### src/rtl/run_length_event_logger_unit_macros.svh
// Assertion macros for the run-length event logger.
// Used by the top level only; needs a clock and an active-low reset in scope.
`ifndef RUN_LENGTH_EVENT_LOGGER_UNIT_MACROS_SVH
`define RUN_LENGTH_EVENT_LOGGER_UNIT_MACROS_SVH

// The consequent must hold in the same cycle as the antecedent.
`define RLEL_ASSERT_SAME(label, clk, rst_n, ante, cons) \
  label: assert property (@(posedge clk) disable iff (!rst_n) (ante) |-> (cons)) \
    else $error("rlel: same-cycle check failed");

// The consequent must hold in the cycle after the antecedent.
`define RLEL_ASSERT_NEXT(label, clk, rst_n, ante, cons) \
  label: assert property (@(posedge clk) disable iff (!rst_n) (ante) |=> (cons)) \
    else $error("rlel: next-cycle check failed");

`endif

### src/rtl/rlel_pkg.sv
// Shared constants, codes and control types of the run-length event logger.
// No dependencies.
`timescale 1ns / 1ps

package rlel_pkg;

  localparam int RECORD_COUNT_DEF = 64;
  localparam int GROUP_COUNT_DEF  = 64;

  localparam int IN_DATA_W  = 104;
  localparam int OUT_DATA_W = 176;
  localparam int CMD_W      = 2;
  localparam int STATUS_W   = 2;
  localparam int IDX_W      = 6;
  localparam int GRP_W      = 6;
  localparam int CFG_IDX_W  = 3;
  localparam int CFG_DATA_W = 64;

  localparam logic [CMD_W-1:0] CMD_ADD   = 2'd0;
  localparam logic [CMD_W-1:0] CMD_CLEAR = 2'd1;
  localparam logic [CMD_W-1:0] CMD_READ  = 2'd2;
  localparam logic [CMD_W-1:0] CMD_NONE  = 2'd3;

  localparam logic [STATUS_W-1:0] ST_OK       = 2'd0;
  localparam logic [STATUS_W-1:0] ST_BAD_GRP  = 2'd1;
  localparam logic [STATUS_W-1:0] ST_GRP_OFF  = 2'd2;
  localparam logic [STATUS_W-1:0] ST_BAD_READ = 2'd3;

  localparam logic [CFG_IDX_W-1:0] REG_GROUP_MASK = 3'd0;
  localparam logic [CFG_IDX_W-1:0] REG_NF_THRESH  = 3'd1;
  localparam logic [CFG_IDX_W-1:0] REG_SELF_GROUP = 3'd2;
  localparam logic [CFG_IDX_W-1:0] REG_FULL_CODE  = 3'd3;
  localparam logic [CFG_IDX_W-1:0] REG_NF_CODE    = 3'd4;

  // Commands from the controller to the datapath.
  typedef struct packed {
    logic latch;  // capture the input request and start the store read
    logic exec;   // carry out the latched command; unless it is CMD_NONE, load the output register
    logic mark;   // append the nearly-full marker record
  } rlel_ctl_t;

  // Status from the datapath to the controller.
  typedef struct packed {
    logic out_free;  // output register can take a result this cycle
    logic mark_req;  // the latched add calls for a marker record
  } rlel_sts_t;

endpackage

### src/rtl/rlel_ctrl.sv
// Sequencer of the run-length event logger: request intake, execution, marker.
// Depends on rlel_pkg.
`timescale 1ns / 1ps

module rlel_ctrl (
  input  logic               clk,
  input  logic               rst_n,
  input  logic               in_tvalid,
  output logic               in_tready,
  input  rlel_pkg::rlel_sts_t sts,
  output rlel_pkg::rlel_ctl_t ctl
);

  import rlel_pkg::*;

  localparam logic [1:0] S_IDLE = 2'd0;
  localparam logic [1:0] S_EXEC = 2'd1;
  localparam logic [1:0] S_MARK = 2'd2;

  logic [1:0] state_r, state_nxt;

  always_comb begin
    state_nxt = state_r;
    ctl       = '0;
    in_tready = 1'b0;
    unique case (state_r)
      S_IDLE: begin
        in_tready = 1'b1;
        if (in_tvalid) begin
          ctl.latch = 1'b1;
          state_nxt = S_EXEC;
        end
      end
      S_EXEC: begin
        if (sts.out_free) begin
          ctl.exec  = 1'b1;
          state_nxt = sts.mark_req ? S_MARK : S_IDLE;
        end
      end
      S_MARK: begin
        if (sts.out_free) begin
          ctl.mark  = 1'b1;
          state_nxt = S_IDLE;
        end
      end
      default: state_nxt = S_IDLE;
    endcase
  end

  always_ff @(posedge clk) begin
    if (!rst_n) begin
      state_r <= S_IDLE;
    end else begin
      state_r <= state_nxt;
    end
  end

endmodule

### config.mk
export PLATFORM = sky130hd
export DESIGN_NAME = rlel_ctrl
export DESIGN_NICKNAME = d
export VERILOG_FILES = /design/src/rtl/run_length_event_logger_unit_macros.svh /design/src/rtl/rlel_pkg.sv /design/src/rtl/rlel_ctrl.sv
export SDC_FILE = /design/constraint.sdc
export NUM_CORES = 1
export LEC_CHECK = 0
export BUFFER_PORTS_ARGS = -buffer_cell sky130_fd_sc_hd__buf_2
export CAP_MARGIN = 30
export CORE_AREA = 2 2 39 41
export CTS_BUF_LIST = sky130_fd_sc_hd__clkbuf_4 sky130_fd_sc_hd__clkbuf_8
export CTS_CLUSTER_SIZE = 8
export DETAILED_ROUTE_END_ITERATION = 10
export DIE_AREA = 0 0 41 43
export PLACE_DENSITY = 0.3
export SLEW_MARGIN = 10
export SYNTH_ARGS = -nofsm -noshare
export SYNTH_HDL_FRONTEND = slang
export SYNTH_SLANG_ARGS = --single-unit
### constraint.sdc
create_clock -name clk -period 1.6 [get_ports clk]
set_clock_uncertainty 0.2 [all_clocks]
set_input_delay 0.24 -clock clk [delete_from_list [all_inputs] [get_ports clk]]
set_output_delay 0.24 -clock clk [all_outputs]
set_load 0.01 [all_outputs]
==> Yosys cells after proc, flatten, opt, wreduce, memory -nomap -nowiden <==
Cells that the tools add are included.
Widths: inputs -> output; s select.
{ "word_totals": {"output_inout_bits": 4, "reg_bits": 2, "in_bits": 5, "wordCells": 19} }
{ "classes": {"n_mux": 11, "n_eq_ne": 5, "reduce_logical": 2} }
{ "op_table": {"columns": ["op", "count"], "rows": [
  ["$mux 2", 4],
  ["$mux 1", 6],
  ["$ne 2x2->1 const B", 3],
  ["$pmux 2 s3", 1],
  ["$reduce_and 3->1", 1],
  ["$eq 2x1->1 const B", 1],
  ["$eq 2x2->1 const B", 1],
  ["$logic_not 2->1", 1]
]} }

==> Depth between registers and ports, before layout <==
Gate-level depths: netlist of the first run.
{ "depth": {"ltp_word": 3, "depth_mapped": 2, "depth_no_buf": 2} }

==> Worst setup path before layout of the first run <==
No wires, ideal clock.
{ "synth_path": {"kind": "flip-flop to output port", "start": "register state_r[0]", "end": "output port ctl[2] in the netlist's numbering", "required_time_ps": 1160, "arrival_time_ps": 719, "slack_ps": 441, "path_buffers": 0, "path_stages_with_launch": 3, "cell_sequence": "dfxtp_1 > nor2_1 > and2_1"} }
{ "synth_lines": {"columns": ["element", "line_no", "rtl"], "rows": [
  ["start, declared", "rlel_ctrl.sv:20", "logic [1:0] state_r, state_nxt;"],
  ["start signal, assigned", "rlel_ctrl.sv:54", "state_r <= state_nxt;"],
  ["end, declared", "rlel_ctrl.sv:11", "output rlel_pkg::rlel_ctl_t ctl"]
]} }

==> run metrics, run 1 <==
hold depth=2; Final Setup Violations=0; vias per cell=2.949; WL final=302 microns; Iter 0 DRT Violations=3; Worst R2R End=state_r[1]; Slew HR=0.9055; Hold Crit Class=input pin to flip-flop; RSZ-0062 raised after global routing=no; cells after synthesis=12; Worst Hold Path EP=state_r[1]; all-layer global routing usage=0.04008; Initial DRT Pass Iterations=3; count of cell types in the netlist=9; Worst-path clk slew=0.03 ns; Hold-fix buffers, CTS=0; Buf/Inv on CP=1; # port buffers=8; hpwl dp=225.1 microns; mean area per synthesized cell=9.488 sq um; MaxCap Viol Count=0; peak supply drop=0.0001505 V; top flop regs=state_r (2); synth cell count leaders=and3b_1 (2), dfxtp_1 (2), nand2b_1 (2); synth-to-layout area growth=72.53%; WL/cell=7.744 microns; minimum clock period=1.384 ns; die area=1763 sq um; Warnings, synthesis=0; CP Data Required Time=1.16 ns; IO Pins=9; Core Area=1384 sq um; first-pass GRT wire length=414 microns; Post-CTS Setup Bufs=0; WHS=0.04535 ns; post-route setup TNS=0 ns; worst slew pin tran=0.1416 ns; vias in the first global route=113; share of cells above drive strength 1=0.5217; max reg flops=2; CTS tree=built; Arr. time, crit path=0.94 ns; critical-path maximum fanout=6; crit end category=output pin; CTS resizes=0; Final Wtd Congestion=0.4699; nets=30; crit path cell chain=nor2_1 -> and2_1 -> buf_2; Setup crit start=state_r[0]; status=complete, no violations; Final ANT Viol Nets=0; Slew Viols, Final=0; Slowest-stage cell, CP=dfxtp_1; Synth Register Bits=2; Num CTS Buffers=3; number of synthesized flops with an enable pin=0; top_reg_cell synth=dfxtp_1; worst reg2reg path depth=2; initial antenna violation count=0; CP Launch Type=flip-flop; worst skew pair latency=0.22 ns; syn nets=17; Peak Freq=722.6 MHz; drt drc=0; Async SR Flop Fraction=0; Top reg by flops=state_r; maximum buffer depth of the clock tree=2; final worst-path cycle share=0.8650; H-tree Lvls=1; Chip Height=43 microns; R2R Path Start=state_r[0]; largest net degree at the start of global routing=7; Lkg Pwr=0.00009758 uW; Starting Density=0.08228; Post-Syn Area=113.9 sq um; row count=14; Worst R2R Setup Slack=0.51 ns; Ant. Diodes=0; # fillers=162; Synth top area share=0.3516; die width=41 microns; total overflow reported by the global router=0; Worst path max stage delay=0.37 ns; Hold Fails Final Rpt=0; vias=115; TritonCTS Sinks=2; Clock Tree Root=clkbuf_4; Setup CP Type=flip-flop to output pin; Synth area leaders=dfxtp_1 (35%), and3b_1 (15%), and4bb_2 (11%), nand2b_1 (11%), a31o_1 (7.7%); largest area contributor in the netlist=dfxtp_1; delay-heaviest family, CP=flip-flops; min-delay src=sts[0]; Pwr Density=974.2 nW/um^2; sequential area share after synthesis=0.3516
report_power, final:
| group | leakage [uW] | switching, uW | internal (uW) | total [uW] |
|---|---|---|---|---|
| Sequential | 0.0000164 | 2.70 | 53.0 | 55.7 |
| Clock | 0.0000138 | 27.0 | 82.6 | 110 |
| Combinational | 0.0000674 | 11.7 | 14.4 | 26.1 |
| Total | 0.0000976 | 41.4 | 150 | 191 |
through the flow:
stage	power (uW)	setup slack [ns]	std cells	utilization	area (sq um)
final	191.4	0.2160	39	0.1420	196.4
after floorplan	69.14	0.4410	12	-	113.9
after detailed placement	82.60	0.4485	36	0.1257	173.9
after global routing	207.5	0.1310	39	0.1420	196.4
after CTS	201.7	0.2047	39	0.1420	196.4
after global placement	82.28	0.4676	36	0.1257	173.9
layout by cell type, fill, tap and decap left out:
cell and instances:
a21oi_1 1, a31o_1 1, and2_1 1, and3b_1 2, and4bb_2 1, buf_2 8
clkbuf_4 3, dfxtp_1 2, nand2b_1 2, nor2_1 1, or2b_1 1
logic make-up after synthesis:
kind of cell	share of synthesized area
flip-flops	0.3517
AO/OA/AOI/OAI	0.1209
AND/OR/NAND/NOR	0.5275
metal layers:
| layer | global-route usage | vias to the layer above | share of wire |
|---|---|---|---|
| met4 | 0.06000 | 0 | 0 |
| met3 | 0.01571 | 0 | 0.22 |
| met2 | 0.03125 | 9 | 0.30 |
| li1 | - | 65 | - |
| met5 | 0 | - | 0 |
| met1 | 0.05751 | 41 | 0.48 |
worst max-delay path by stage:
stage | to | slack, ns | cells after the start
after detailed placement | ctl[2] | 0.45 | 3
final | ctl[2] | 0.22 | 3
after CTS | ctl[2] | 0.20 | 3
after global routing | ctl[2] | 0.13 | 3
after floorplan | ctl[2] | 0.44 | 2
after global placement | ctl[2] | 0.47 | 3
cell type report:
type,count,area [sq um],share of cell area
timing repair buffer,8,40.04,0.2038
multi-input combinational,10,73.82,0.3758
sequential,2,40.04,0.2038
tap,16,20.02,0.1019
clock buffer,3,22.52,0.1146
(Power assumes the default switching activity.)
==> run 2: changes to the inputs <==
Settings changed: PLACE_DENSITY 0.3 to not set.
==> run metrics, run 2 (synthesized netlist as in run 1, its figures left out) <==
status=complete, no violations; total overflow reported by the global router=0 (unchanged); vias per cell=3.128 (+6.1%); H-tree Lvls=1 (unchanged); drt drc=0 (unchanged); vias in the first global route=119 (+5.3%); CP Launch Type=flip-flop; maximum buffer depth of the clock tree=2 (unchanged); die area=1763 sq um (unchanged); Final ANT Viol Nets=0 (unchanged); critical-path maximum fanout=6 (unchanged); DP Area=173.9 sq um (unchanged); vias=122 (+6.1%); nets=30 (unchanged); Peak Freq=722.5 MHz (about the same); Final Wtd Congestion=0.5287 (+13%); Most Used Layer, Global Route=met4; CTS resizes=0 (unchanged); Clock Tree Root=clkbuf_4; Layout Utilization=0.1420 (unchanged); Slew HR=0.9016 (-0.003884); # fillers=162 (unchanged); post-route setup TNS=0 ns (unchanged); post-route cell area=196.4 sq um (unchanged); met2 Resource Use GR=0.04063 (+0.009375); first-pass GRT wire length=483 microns (+17%); Starting Density=0.08228 (unchanged); TritonCTS Sinks=2 (unchanged); max reg flops=2 (unchanged); DP Worst Slack=0.4380 ns (-0.01053 ns); Slowest-stage cell, CP=dfxtp_1; WL final=305 microns (+0.99%); Core Area=1384 sq um (unchanged); row count=14 (unchanged); WL/cell=7.821 microns (+0.99%); all-layer global routing usage=0.04910 (+0.009018); Arr. time, crit path=0.94 ns (about the same); CTS tree=built; Slew Viols, Final=0 (unchanged); Final Setup Violations=0 (unchanged); Hold Fails Final Rpt=0 (unchanged); crit end category=output pin; share of cells above drive strength 1=0.5217 (unchanged); worst slew pin tran=0.1474 ns (+0.005819 ns); Hold Crit Class=input pin to flip-flop; IO Pins=9 (unchanged); Post-CTS Setup Bufs=0 (unchanged); Iter 0 DRT Violations=3 (unchanged); synth-to-layout area growth=72.53% (unchanged); worst skew pair latency=0.23 ns (about the same); met3 usage=0.04712 (+0.03141); initial antenna violation count=0 (unchanged); die width=41 microns (unchanged); Setup CP Type=flip-flop to output pin; Hold-fix buffers, CTS=0 (unchanged); Chip Height=43 microns (unchanged); Top reg by flops=state_r; final worst-path cycle share=0.8651 (about the same); met1 Track Usage GR=0.05751 (unchanged); Worst-path clk slew=0.03 ns (about the same); Worst path max stage delay=0.37 ns (about the same); CP Data Required Time=1.16 ns (about the same); RSZ-0062 raised after global routing=no; MaxCap Viol Count=0 (unchanged); Ant. Diodes=0 (unchanged); Num CTS Buffers=3 (unchanged); Lkg Pwr=0.00009758 uW (unchanged); minimum clock period=1.384 ns (+0.0001340 ns); peak supply drop=0.0002926 V (+94%); # port buffers=8 (unchanged); Worst Slack Setup Final=0.2159 ns (-0.0001340 ns); top flop regs=state_r (2); Inst Count DP=36 (unchanged); crit path cell chain=nor2_1 -> and2_1 -> buf_2; Pwr Density=992.3 nW/um^2 (+1.9%); commonest cells after routing, fill and taps aside=buf_2 (8), clkbuf_4 (3), and3b_1 (2), nand2b_1 (2), dfxtp_1 (2); Finished Layout Cells=39 (unchanged); largest net degree at the start of global routing=7 (unchanged); Initial DRT Pass Iterations=2 (-1); commonest non-fill, non-tap cell in the layout=buf_2
## run 2: cell counts in the layout (fill, tap and decap cells not counted)
No cell type changed its count.
## run 2: worst max-delay path, delay by kind of cell, from the launching register on
| family | cells | cell delay (ns) |
|---|---|---|
| buffers and inverters | 1 | 0.13 |
| flip-flops | 1 | 0.37 |
| AND/OR/NAND/NOR | 2 | 0.22 |
## run 2: metrics by stage
stage	hold slack [ns]	power, uW
4_1_cts	0.02107	206.0
5_1_grt	0.03219	216.6
3_5_place_dp	0.2649	83.09
2_1_floorplan	0.1693	69.14
6_report	0.03138	194.9
3_3_place_gp	0.2640	82.45
## run 2: metal layers
layer  vias up  wire, microns  share of wire
li1         65              -              -
met1        51            141           0.46
met2         6            122           0.40
met3         0             42           0.14
met4         0              0              0
met5         -              0              0
## run 2: worst paths after layout
| kind | slack, ns | end | start | cells past startpoint |
|---|---|---|---|---|
| hold reg to reg | 0.36 | state_r[0] | state_r[1] | 2 |
| setup reg to reg | 0.51 | state_r[1] | state_r[0] | 2 |
| setup / recovery | 0.22 | ctl[2] | state_r[0] | 3 |
| hold / removal | 0.03 | state_r[1] | sts[0] | 2 |
## run 2: area by class of cell
type | count | area [sq um] | share of cell area
flip-flops and latches | 2 | 40.04 | 0.2038
well taps | 16 | 20.02 | 0.1019
multi-input cells | 10 | 73.82 | 0.3758
repair buffers | 8 | 40.04 | 0.2038
clock buffers | 3 | 22.52 | 0.1146
## run 2: report_power, final
group | switching (uW) | internal (uW) | leakage, uW | total (uW)
clock | 30.2 | 82.9 | 0.0000138 | 113
sequential | 2.76 | 52.9 | 0.0000164 | 55.7
combinational | 11.7 | 14.4 | 0.0000674 | 26.2
total | 44.7 | 150 | 0.0000976 | 195
